**config.mk**
```make
export PLATFORM = sky130hd
export DESIGN_NAME = pmr_isqrt
export DESIGN_NICKNAME = d
export VERILOG_FILES = /design/src/sv/pmr_pkg.sv /design/src/sv/pmr_isqrt.sv
export SDC_FILE = /design/constraint.sdc
export NUM_CORES = 1
export LEC_CHECK = 0
export BUFFER_PORTS_ARGS = -buffer_cell sky130_fd_sc_hd__buf_2
export CAP_MARGIN = 0
export CORE_MARGIN = 2
export CORE_UTILIZATION = 35
export CTS_CLUSTER_DIAMETER = 40
export DETAILED_ROUTE_END_ITERATION = 16
export SLEW_MARGIN = 5
export SYNTH_ARGS = -nofsm -noshare
export SYNTH_HDL_FRONTEND = slang
export SYNTH_SLANG_ARGS = --single-unit
export TNS_END_PERCENT = 20
```
**constraint.sdc**
```tcl
create_clock -name clk -period 3.5 [get_ports clk]
set_input_delay 0.525 -clock clk [delete_from_list [all_inputs] [get_ports clk]]
set_output_delay 0.525 -clock clk [all_outputs]
set_load 0.01 [all_outputs]
```
**src/sv/pmr_pkg.sv**
```systemverilog
// Package for the pose matrix to position and rotation vector block.
// Holds fixed-point constants, stage counts and the arctangent table.
// No dependencies.
package pmr_pkg;

    // Q16.16 constants.
    localparam int Q_ONE     = 65536;
    localparam int HALF_PI_Q = 102944;
    localparam int PI_Q      = 205887;

    // Field widths.
    localparam int ROT_W   = 18;
    localparam int TRANS_W = 32;
    localparam int OUT_W   = 32;
    localparam int LIMIT_W = 18;
    localparam logic [LIMIT_W-1:0] LIMIT_RESET = 18'd66;

    // Configuration port.
    localparam int APB_ADDR_W = 3;
    localparam int APB_DATA_W = 32;

    // Internal widths.
    localparam int COS_W   = 18;   // clamped cosine, signed
    localparam int DIFF_W  = 19;   // skew difference, signed
    localparam int MAG_W   = 18;   // magnitude of a skew difference
    localparam int RAD_W   = 33;   // 2^32 - c*c
    localparam int SIN_W   = 17;   // floor square root
    localparam int ANG_W   = 18;   // clamped angle, unsigned
    localparam int NUM_W   = 36;   // angle times magnitude
    localparam int DEN_W   = 18;   // twice the sine

    // Iteration counts.
    localparam int SQRT_STEPS    = 17;
    localparam int CORDIC_STEPS  = 17;
    localparam int CORDIC_SHIFT  = 14;
    localparam int CORDIC_W      = 34;
    localparam int ANGLE_ACC_W   = 20;
    localparam int DIV_STEPS     = NUM_W;
    localparam int LANES         = 3;

    // atan(2^-i) in Q16.16, rounded to nearest.
    localparam logic [16:0] ATAN_TAB [CORDIC_STEPS] = '{
        17'd51472, 17'd30386, 17'd16055, 17'd8150, 17'd4091, 17'd2047,
        17'd1024, 17'd512, 17'd256, 17'd128, 17'd64, 17'd32, 17'd16,
        17'd8, 17'd4, 17'd2, 17'd1
    };

endpackage

```
**src/sv/pmr_isqrt.sv**
```systemverilog
// Pipelined integer square root, one result bit per register stage.
// Carries a sideband word alongside each operand. Depends on pmr_pkg.
module pmr_isqrt
    import pmr_pkg::*;
#(
    parameter int SIDE_W = 1
)
(
    input  logic              clk,
    input  logic              rst_n,
    input  logic              en,
    input  logic              in_valid,
    input  logic [RAD_W-1:0]  in_rad,
    input  logic [SIDE_W-1:0] in_side,
    output logic              out_valid,
    output logic [SIN_W-1:0]  out_root,
    output logic [SIDE_W-1:0] out_side
);

    localparam int PAD_W = 2 * SQRT_STEPS;
    localparam int REM_W = SIN_W + 1;

    logic              vld_reg  [SQRT_STEPS];
    logic [PAD_W-1:0]  rad_reg  [SQRT_STEPS];
    logic [REM_W-1:0]  rem_reg  [SQRT_STEPS];
    logic [SIN_W-1:0]  root_reg [SQRT_STEPS];
    logic [SIDE_W-1:0] side_reg [SQRT_STEPS];

    logic [PAD_W-1:0]  rad_next  [SQRT_STEPS];
    logic [REM_W-1:0]  rem_next  [SQRT_STEPS];
    logic [SIN_W-1:0]  root_next [SQRT_STEPS];

    for (genvar j = 0; j < SQRT_STEPS; j++) begin : g_step
        logic              src_vld;
        logic [PAD_W-1:0]  src_rad;
        logic [REM_W-1:0]  src_rem;
        logic [SIN_W-1:0]  src_root;
        logic [SIDE_W-1:0] src_side;
        logic [REM_W+1:0]  trial_val;
        logic [REM_W+1:0]  part_val;
        logic [REM_W+1:0]  diff_val;
        logic              fits;

        if (j == 0) begin : g_first
            assign src_vld  = in_valid;
            assign src_rad  = PAD_W'(in_rad);
            assign src_rem  = '0;
            assign src_root = '0;
            assign src_side = in_side;
        end
        else begin : g_rest
            assign src_vld  = vld_reg[j-1];
            assign src_rad  = rad_reg[j-1];
            assign src_rem  = rem_reg[j-1];
            assign src_root = root_reg[j-1];
            assign src_side = side_reg[j-1];
        end

        // Bring down the next pair of radicand bits and try a one.
        assign part_val  = {src_rem, src_rad[PAD_W-1:PAD_W-2]};
        assign trial_val = {1'b0, src_root, 2'b01};
        assign fits      = part_val >= trial_val;
        assign diff_val  = part_val - trial_val;

        assign rem_next[j]  = fits ? diff_val[REM_W-1:0] : part_val[REM_W-1:0];
        assign root_next[j] = {src_root[SIN_W-2:0], fits};
        assign rad_next[j]  = {src_rad[PAD_W-3:0], 2'b00};

        always_ff @(posedge clk or negedge rst_n)
        begin
            if (!rst_n)
            begin
                vld_reg[j] <= 1'b0;
            end
            else if (en)
            begin
                vld_reg[j] <= src_vld;
            end
        end

        always_ff @(posedge clk)
        begin
            if (en)
            begin
                rad_reg[j]  <= rad_next[j];
                rem_reg[j]  <= rem_next[j];
                root_reg[j] <= root_next[j];
                side_reg[j] <= src_side;
            end
        end
    end

    assign out_valid = vld_reg[SQRT_STEPS-1];
    assign out_root  = root_reg[SQRT_STEPS-1];
    assign out_side  = side_reg[SQRT_STEPS-1];

endmodule

```
==> flow_summary.json <==
{
  "status": "complete, no violations",
  "clock_path_buffers": 3,
  "met3_usage_pct": 2.49,
  "dieHeight_um": 310,
  "worst_pin_slew_ns": 0.824,
  "synth_most_common_cell": "edfxtp_1",
  "viasPerCell": 4.81,
  "postCtsSetupBuffers": 0,
  "hold_buffers": 29,
  "via_count": 19000,
  "synth-seq-cells": 723,
  "finalMaxSlewViolations": 0,
  "grt_pass1_vias": 19500,
  "grt.overflow.total": 0,
  "start_util_pct": 35.2,
  "hp-start": "in_rad[17]",
  "die_area_sq_um": 96100,
  "stdcell_count": 3942,
  "seq_area_sq_um": 21600,
  "finClkSkew_ns": 0.0172,
  "synthCells": 2403,
  "clk_latency_ns": 0.66,
  "synth_fp_nets": 2611,
  "synthTopCellsByCount": "706 x edfxtp_1, 210 x inv_1, 170 x ha_1, 167 x a21oi_1, 149 x nor2_1",
  "grt.total_usage_pct": 12.2,
  "portBuffers": 56,
  "cts_num_sinks": 723,
  "synth.distinct_cells": 81,
  "cts_tree": "done",
  "slowest_stage": "nor4_1",
  "dr.pass1.iters": 5,
  "cellLeakagePower_nw": 15.0,
  "timing.rr.start": "rem_reg[0][162]$_DFFE_PP_",
  "crit_arrival_ns": 3.49,
  "synth_top_area_cell": "edfxtp_1",
  "core_area_sq_um": 93000,
  "syn-cell-area_sq_um": 32800,
  "r2r-end": "rem_reg[0][185]$_DFFE_PP_",
  "drv_cap": 0,
  "drt_iter0_markers": 1108,
  "grt_pass1_wl_um": 95700,
  "antenna_found_initial": 0,
  "async_flop_share_pct": 2.35,
  "fin_nets": 2804,
  "power.density_nw_per_um2": 665,
  "grt_max_degree": 94,
  "routed_wl_um": 58100,
  "yosys_warnings": 0,
  "cp-start-kind": "flop",
  "netlist_top_cells_area": "edfxtp_1 65%, ha_1 6.5%, xnor2_1 3.2%, a21oi_1 2.6%, inv_1 2.4%",
  "detail_route.drc_violations": 0,
  "whs_endpoint": "rad_reg[0][17]$_DFFE_PP_",
  "dp.cells": 3709,
  "synth_flop_cell": "edfxtp_1",
  "htreeDepth": 3,
  "hold_path_class": "in -> reg",
  "antenna_cells": 0,
  "area_growth_pct": 18.7,
  "fmax_mhz": 323,
  "critPathMaxFanout": 21,
  "ctsResizeCount": 0,
  "r2r_cells": 7,
  "synth_edf_count": 706,
  "crit_chain": "ha_1, nor2b_1, o31ai_1, a31oi_1, nor4_1, inv_1, mux2_2",
  "die_w_um": 310,
  "endpoint_kind": "flop",
  "crit_required_ns": 3.90,
  "rrSetupSlack_ns": 0.41,
  "ir_drop_uv": 516,
  "use_met2_pct": 21.6,
  "gp_congestion": 0.885,
  "hpwl_um": 40400,
  "cts_root_buf": "clkbuf_16",
  "fin_util_pct": 41.8,
  "critPathKind": "reg -> reg",
  "setup_violations": 0,
  "numCtsBuffers": 110,
  "hold_depth": 1,
  "rsz0062_at_grt": "false",
  "tns_ns": 0,
  "wl_per_cell_um": 14.7,
  "seq_area_frac_synth_pct": 66.0,
  "io_pins": 57,
  "use_met1_pct": 14.3,
  "slowest_delay_ns": 0.54,
  "postSynthAreaPerCell_sq_um": 13.6,
  "busiest_layer": "met2",
  "drtAntennaViolNets": 0,
  "multi_input_area_sq_um": 10200,
  "finalHoldViolCount": 0,
  "rows": 112,
  "drive_above_1_share_pct": 13.3,
  "slew_headroom_pct": 44.7,
  "min_period_ns": 3.09,
  "finalCritPeriodShare_pct": 88.4,
  "fill_cells": 8503,
  "synth.top_cell.area_share_pct": 64.7,
  "largest_register_ffs": 272,
  "clk_pin_slew_worst_paths_ns": 0.05
}
## worst max path at each step
stage / slack, ns / depth (start not counted) / end / from
2_1_floorplan: 0.79 / 8 / rem_reg[0][128]$_DFFE_PP_ / rem_reg[0][108]$_DFFE_PP_
4_1_cts: 0.44 / 7 / rem_reg[0][186]$_DFFE_PP_ / rem_reg[0][162]$_DFFE_PP_
3_5_place_dp: 0.46 / 7 / rem_reg[0][186]$_DFFE_PP_ / rem_reg[0][162]$_DFFE_PP_
5_1_grt: 0.27 / 7 / rem_reg[0][186]$_DFFE_PP_ / rem_reg[0][162]$_DFFE_PP_
3_3_place_gp: 0.58 / 8 / rem_reg[0][131]$_DFFE_PP_ / rem_reg[0][108]$_DFFE_PP_
6_report: 0.41 / 7 / rem_reg[0][185]$_DFFE_PP_ / rem_reg[0][162]$_DFFE_PP_
## placed cells by master, fill, tap and decap left out, drive strengths merged, types with 26 or more instances in the layout
cell type / n
edfxtp: 706
inv: 228
ha: 170
a21oi: 168
nor2: 149
nand2: 130
clkbuf: 126
xnor2: 120
o21ai: 98
xor2: 82
buf: 82
mux2: 64
nor3: 50
nand3: 39
clkinv: 38
a21o: 37
nand2b: 33
o21a: 32
dlygate4sd3: 29
or3: 26
nor4: 26
## power breakdown
group	internal (mW)	switching, mW
registers	10.8	0.558
logic	1.60	1.87
clock network	7.18	3.89
total	19.5	6.32
## through the flow
stage                     setup WS (ns)  power, mW  cell area, sq um  hold slack, ns
after floorplan                   0.785       13.8             32800           0.229
after global placement            0.585       14.8             34800           0.400
after detailed placement          0.458       14.9             34800           0.405
after CTS                         0.445       26.2             38900        0.000134
after global routing              0.266       27.1             38900          0.0166
final                             0.405       25.9             38900          0.0560
## metal layers
layer / wire length, um / vias up / share of wire [%]
met5: 0 / - / 0
met4: 1800 / 0 / 3.1
met3: 2430 / 144 / 4.2
met2: 29300 / 370 / 50
met1: 24500 / 9125 / 42
li1: - / 9315 / -
## logic make-up after synthesis
logic type | after synthesis | synth area share, %
xor+xnor | 202 | 5.40
mux | 73 | 2.47
buf+inv | 242 | 2.82
flops | 723 | 66.0
compound gates | 438 | 8.31
simple gates | 554 | 8.51
fa+ha+maj | 170 | 6.49
other cells | 1 | 0.0114
## critical path, delay by kind of cell, from the launching register on
family                   cells  cell delay (ns)
AND/OR/NAND/NOR              2             0.71
AO/OA/AOI/OAI                2             0.50
buffers and inverters        1             0.47
flip-flops                   1             0.40
multiplexers                 1             0.39
adder cells (fa/ha/maj)      1             0.38
## layout make-up
cell class | instances | share of cell area (%)
clock buffers | 126 | 7.40
clock inverters | 78 | 2.38
inverters | 212 | 2.05
multi-input cells | 1438 | 26.3
flip-flops and latches | 723 | 55.6
well taps | 1254 | 4.03
repair buffers | 111 | 2.25
Note: power is estimated with default switching activity, not from simulation.
