## config.mk

```make
export PLATFORM = sky130hd
export DESIGN_NAME = pmr_cordic
export DESIGN_NICKNAME = d
export VERILOG_FILES = /design/src/sv/pmr_pkg.sv /design/src/sv/pmr_cordic.sv
export SDC_FILE = /design/constraint.sdc
export NUM_CORES = 2
export LEC_CHECK = 0
export BUFFER_PORTS_ARGS = -buffer_cell sky130_fd_sc_hd__buf_2
export CORE_MARGIN = 1
export CORE_UTILIZATION = 48
export CTS_BUF_LIST = sky130_fd_sc_hd__clkbuf_8 sky130_fd_sc_hd__clkbuf_16
export DETAILED_ROUTE_END_ITERATION = 8
export REMOVE_ABC_BUFFERS = 1
export SETUP_SLACK_MARGIN = 0.05
export SYNTH_ARGS = -nofsm -noshare
export SYNTH_HDL_FRONTEND = slang
export SYNTH_SLANG_ARGS = --single-unit
```

## constraint.sdc

```tcl
create_clock -name clk -period 10.6 [get_ports clk]
set_clock_uncertainty 0.2 [all_clocks]
set_input_delay 0.53 -clock clk [delete_from_list [all_inputs] [get_ports clk]]
set_output_delay 0.53 -clock clk [all_outputs]
set_load 0.02 [all_outputs]
```

## src/sv/pmr_pkg.sv

```systemverilog
// Package for the pose matrix to position and rotation vector block.
// Holds fixed-point constants, stage counts and the arctangent table.
// No dependencies.
package pmr_pkg;

    // Q16.16 constants.
    localparam int Q_ONE     = 65536;
    localparam int HALF_PI_Q = 102944;
    localparam int PI_Q      = 205887;

    // Field widths.
    localparam int ROT_W   = 18;
    localparam int TRANS_W = 32;
    localparam int OUT_W   = 32;
    localparam int LIMIT_W = 18;
    localparam logic [LIMIT_W-1:0] LIMIT_RESET = 18'd66;

    // Configuration port.
    localparam int APB_ADDR_W = 3;
    localparam int APB_DATA_W = 32;

    // Internal widths.
    localparam int COS_W   = 18;   // clamped cosine, signed
    localparam int DIFF_W  = 19;   // skew difference, signed
    localparam int MAG_W   = 18;   // magnitude of a skew difference
    localparam int RAD_W   = 33;   // 2^32 - c*c
    localparam int SIN_W   = 17;   // floor square root
    localparam int ANG_W   = 18;   // clamped angle, unsigned
    localparam int NUM_W   = 36;   // angle times magnitude
    localparam int DEN_W   = 18;   // twice the sine

    // Iteration counts.
    localparam int SQRT_STEPS    = 17;
    localparam int CORDIC_STEPS  = 17;
    localparam int CORDIC_SHIFT  = 14;
    localparam int CORDIC_W      = 34;
    localparam int ANGLE_ACC_W   = 20;
    localparam int DIV_STEPS     = NUM_W;
    localparam int LANES         = 3;

    // atan(2^-i) in Q16.16, rounded to nearest.
    localparam logic [16:0] ATAN_TAB [CORDIC_STEPS] = '{
        17'd51472, 17'd30386, 17'd16055, 17'd8150, 17'd4091, 17'd2047,
        17'd1024, 17'd512, 17'd256, 17'd128, 17'd64, 17'd32, 17'd16,
        17'd8, 17'd4, 17'd2, 17'd1
    };

endpackage

```

## src/sv/pmr_cordic.sv

```systemverilog
// Pipelined CORDIC in vectoring mode, one rotation per register stage.
// Gives the clamped angle of (c, s). Depends on pmr_pkg.
module pmr_cordic
    import pmr_pkg::*;
#(
    parameter int SIDE_W = 1
)
(
    input  logic                    clk,
    input  logic                    rst_n,
    input  logic                    en,
    input  logic                    in_valid,
    input  logic signed [COS_W-1:0] in_cos,
    input  logic [SIN_W-1:0]        in_sin,
    input  logic [SIDE_W-1:0]       in_side,
    output logic                    out_valid,
    output logic [ANG_W-1:0]        out_angle,
    output logic [SIDE_W-1:0]       out_side
);

    logic                          vld_reg  [CORDIC_STEPS];
    logic signed [CORDIC_W-1:0]    x_reg    [CORDIC_STEPS];
    logic signed [CORDIC_W-1:0]    y_reg    [CORDIC_STEPS];
    logic signed [ANGLE_ACC_W-1:0] z_reg    [CORDIC_STEPS];
    logic [SIDE_W-1:0]             side_reg [CORDIC_STEPS];

    logic signed [CORDIC_W-1:0]    x_next [CORDIC_STEPS];
    logic signed [CORDIC_W-1:0]    y_next [CORDIC_STEPS];
    logic signed [ANGLE_ACC_W-1:0] z_next [CORDIC_STEPS];

    logic signed [CORDIC_W-1:0]    cos_sh;
    logic signed [CORDIC_W-1:0]    sin_sh;
    logic signed [CORDIC_W-1:0]    x_init;
    logic signed [CORDIC_W-1:0]    y_init;
    logic signed [ANGLE_ACC_W-1:0] z_init;
    logic signed [ANGLE_ACC_W-1:0] z_last;

    // A negative cosine is turned by a quarter so the loop converges.
    assign cos_sh = CORDIC_W'(in_cos) <<< CORDIC_SHIFT;
    assign sin_sh = $signed(CORDIC_W'(in_sin)) <<< CORDIC_SHIFT;
    assign x_init = (in_cos < 0) ? sin_sh : cos_sh;
    assign y_init = (in_cos < 0) ? -cos_sh : sin_sh;
    assign z_init = (in_cos < 0) ? ANGLE_ACC_W'(HALF_PI_Q) : '0;

    for (genvar i = 0; i < CORDIC_STEPS; i++) begin : g_step
        logic                          src_vld;
        logic signed [CORDIC_W-1:0]    src_x;
        logic signed [CORDIC_W-1:0]    src_y;
        logic signed [ANGLE_ACC_W-1:0] src_z;
        logic [SIDE_W-1:0]             src_side;
        logic signed [ANGLE_ACC_W-1:0] step_ang;

        if (i == 0) begin : g_first
            assign src_vld  = in_valid;
            assign src_x    = x_init;
            assign src_y    = y_init;
            assign src_z    = z_init;
            assign src_side = in_side;
        end
        else begin : g_rest
            assign src_vld  = vld_reg[i-1];
            assign src_x    = x_reg[i-1];
            assign src_y    = y_reg[i-1];
            assign src_z    = z_reg[i-1];
            assign src_side = side_reg[i-1];
        end

        assign step_ang = $signed(ANGLE_ACC_W'(ATAN_TAB[i]));

        always_comb
        begin
            if (src_y > 0)
            begin
                x_next[i] = src_x + (src_y >>> i);
                y_next[i] = src_y - (src_x >>> i);
                z_next[i] = src_z + step_ang;
            end
            else
            begin
                x_next[i] = src_x - (src_y >>> i);
                y_next[i] = src_y + (src_x >>> i);
                z_next[i] = src_z - step_ang;
            end
        end

        always_ff @(posedge clk or negedge rst_n)
        begin
            if (!rst_n)
            begin
                vld_reg[i] <= 1'b0;
            end
            else if (en)
            begin
                vld_reg[i] <= src_vld;
            end
        end

        always_ff @(posedge clk)
        begin
            if (en)
            begin
                x_reg[i]    <= x_next[i];
                y_reg[i]    <= y_next[i];
                z_reg[i]    <= z_next[i];
                side_reg[i] <= src_side;
            end
        end
    end

    assign z_last = z_reg[CORDIC_STEPS-1];

    always_comb
    begin
        if (z_last < 0)
        begin
            out_angle = '0;
        end
        else if (z_last > ANGLE_ACC_W'(PI_Q))
        begin
            out_angle = ANG_W'(PI_Q);
        end
        else
        begin
            out_angle = z_last[ANG_W-1:0];
        end
    end

    assign out_valid = vld_reg[CORDIC_STEPS-1];
    assign out_side  = side_reg[CORDIC_STEPS-1];

endmodule

```

==> run metrics <==
Hold/Removal Path Class=in -> reg; FP Rows=about 170; Root Driver=clkbuf_16; Final Max Slew Viols=0; final net count=between 10k and 15k; number of global-route vias before repair=~80k; final instance area=0.114 mm^2; Pre-antenna DRT Iters=6; CP startpoint kind=flip-flop; CP required=about 11 ns; Avg WL per Cell=~21 um; Yosys warning total=0; I/O pin cnt=60; Final Hold Fails=0; Antenna Nets Post-Route=0; Synth Cell Area=between 0.1 and 0.15 mm^2; Die Ht=470 um; post-layout min period=roughly 8.6 ns; Area Growth Syn to Fin=8.61%; Yosys top cell area share=0.359; Tightest Pin Transition=~1.3 ns; clk sinks=1,273; Total Routed Length=~300,000 um; CTS clk-pin slew, worst paths=roughly 0.06 ns; Crit Path Max Fanout=29; Cells after Synth=between 10k and 15k; Initial Util=0.483; R2R depth=28; largest net degree at the start of global routing=around 180; Worst-Skew Late Latency=0.84 ns; sequential-to-total area share from yosys stat=0.364; fmax=~0.12 GHz; Slowest-stage cell, CP=nor3b_1; Die ar.=between 0.2 and 0.25 mm^2; initial antenna violation count=11; Avg Cell Area, Syn=between 9 and 10 um^2; met2 Track Usage GR=0.427; outcome=complete, no violations; fraction of layout cells with a size suffix above 1=0.0470; crit-path max cell delay=around 0.66 ns; GRT Overall Usage=0.262; CTS Buffer Depth=3; CP Class=reg -> reg; Area contributors post-synth=edfxtp_1 36%, ha_1 14%, xnor2_1 9.4%; Largest register FFs=slightly below 500; worst hold stages=4; Die Wd=470 um; Yosys top cell by area=edfxtp_1; Via Count=82.0k; met3 Use GR=0.0270; PortBufs=approximately 60; WP data arrival=roughly 9.0 ns; grt total ovfl=0; asr flop ratio synth=0.0134; Synth cell types=90; Synth Register Bits=between 1k and 1.5k; global routing usage on met1=0.350; RD Place Congestion=~0.96; Reg-to-Reg End=y_reg[0][373]; DP Area=approximately 0.11 mm^2; launching point of the worst reg2reg path=y_reg[0][316]; Core ar.=about 0.22 mm^2; DR DRC count=0; total negative slack=0 ns; Place WS=slightly above 2 ns; Main synth FF type=edfxtp_1; fin crit share=0.813; EDFF count, synth=around 1.3k; r2r setup slk=just under 2 ns; relative slew slack=0.132; CP Capture Type=flip-flop; H-tree depth=4; end of the worst hold path=y_reg[0][31]; CTS Buf Count=~150; Post-DP HPWL=236,000 um; GRT Max-Usage Layer=met2; max_cap viols=0; first-pass GRT wire length=approximately 460,000 um; Final setup violation count=0; DRT iter0 DRCs=6,046; Hold Startpoint=in_cos[16]; CTS tree=done; post-route setup slack=~2.0 ns; Via density=slightly below 6; RSZ-0062 raised after global routing=no
==> stage by stage <==
step	util	instances	hold slack [ns]
2_1_floorplan	-	10800	0.0344
3_3_place_gp	0.501	13800	0.201
3_5_place_dp	0.501	13800	0.205
4_1_cts	0.525	14100	0.0738
5_1_grt	0.525	14100	0.125
6_report	0.525	14100	0.123
==> placed cells by master, fill, tap and decap left out, types with 126 or more instances in the layout <==
cell type / n
nor2b_1: 159
inv_1: 615
a21o_1: 439
nand2_1: 638
o31ai_1: 165
clkbuf_16: 155
o21a_1: 128
o21ai_0: 671
nand3_1: 174
nor3_1: 279
xnor2_1: 1126
ha_1: 1169
o21bai_1: 126
a21oi_1: 926
nor2_1: 940
edfxtp_1: 1256
xor2_1: 456
nand2b_1: 157
==> Yosys cell counts (all sizes together) (20+ instances only) <==
master and count:
or2 42, a211oi 54, nor3 279, o21ai 676, o2111ai 23, o21bai 126
o31ai 166, a21boi 97, nand3b 20, fa 38, nor4 97, or3 114
a21o 439, buf 22, mux2i 32, inv 592, and2 64, nor2 946
a21oi 931, a31o 36, o211ai 43, mux2 48, nand2b 157, ha 1169
nand3 175, xnor2 1126, nand2 638, xor2 456, edfxtp 1256, or4 58
nor2b 160, a31oi 86, clkbuf 129, nand4 62, and3 107, o21a 128
o41ai 69, a211o 21, and4 21
==> per-layer routing <==
metal,part of all wire,up-vias
met2,0.46,1910
met1,0.45,39100
met3,0.045,431
met5,0,-
li1,-,40500
met4,0.047,0
==> worst max path at each step <==
stage / from / end / slack (ns) / depth (start not counted)
after floorplan: y_reg[0][162] / y_reg[0][202] / 3.41 / 22
after global placement: y_reg[0][316] / y_reg[0][372] / 2.14 / 26
after detailed placement: y_reg[0][316] / y_reg[0][373] / 2.05 / 28
after CTS: y_reg[0][316] / y_reg[0][373] / 1.99 / 28
after global routing: y_reg[0][316] / y_reg[0][373] / 1.30 / 28
final: y_reg[0][316] / y_reg[0][373] / 1.98 / 28
==> what timing repair did <==
item,CTS,global route
setup buffers,0,0
gates resized for setup,0,0
hold buffers,5,0
hold endpoints to repair,61,0
==> logic make-up (layout without fill, tap and decap cells) <==
| family | after synthesis | after routing | synth area share |
|---|---|---|---|
| DFF | 1273 | 1273 | 0.364 |
| muxes | 80 | 80 | 0.00820 |
| xor gates and xnor gates | 1582 | 1582 | 0.132 |
| other | 0 | 11 | 0 |
| and+or+nand+nor | 2990 | 2990 | 0.138 |
| adders and majority gates | 1207 | 1207 | 0.147 |
| AOI/OAI and AO/OA | 3065 | 3065 | 0.185 |
| buffers and inverters | 749 | 1002 | 0.0270 |
==> critical path: cells and delay by family, from the launching register on <==
family | cells | cell delay, ns
buf+inv | 4 | 1.27
xor+xnor | 2 | 0.31
flops | 1 | 0.41
fa+ha+maj | 2 | 0.58
simple gates | 11 | 3.48
compound gates | 9 | 2.08
==> layout make-up <==
type,count,area [um^2]
inverter,598,2240
timing repair buffer,124,883
multi-input combinational,8924,64000
fill,19500,103000
clock buffer,156,3890
tap,2854,3570
clock inverter,124,1150
antenna,11,27.5
sequential,1273,38100
Power is left out: the tool's default activity adds up to more than one toggle a clock period on the data nets, which glitch-free logic cannot reach.
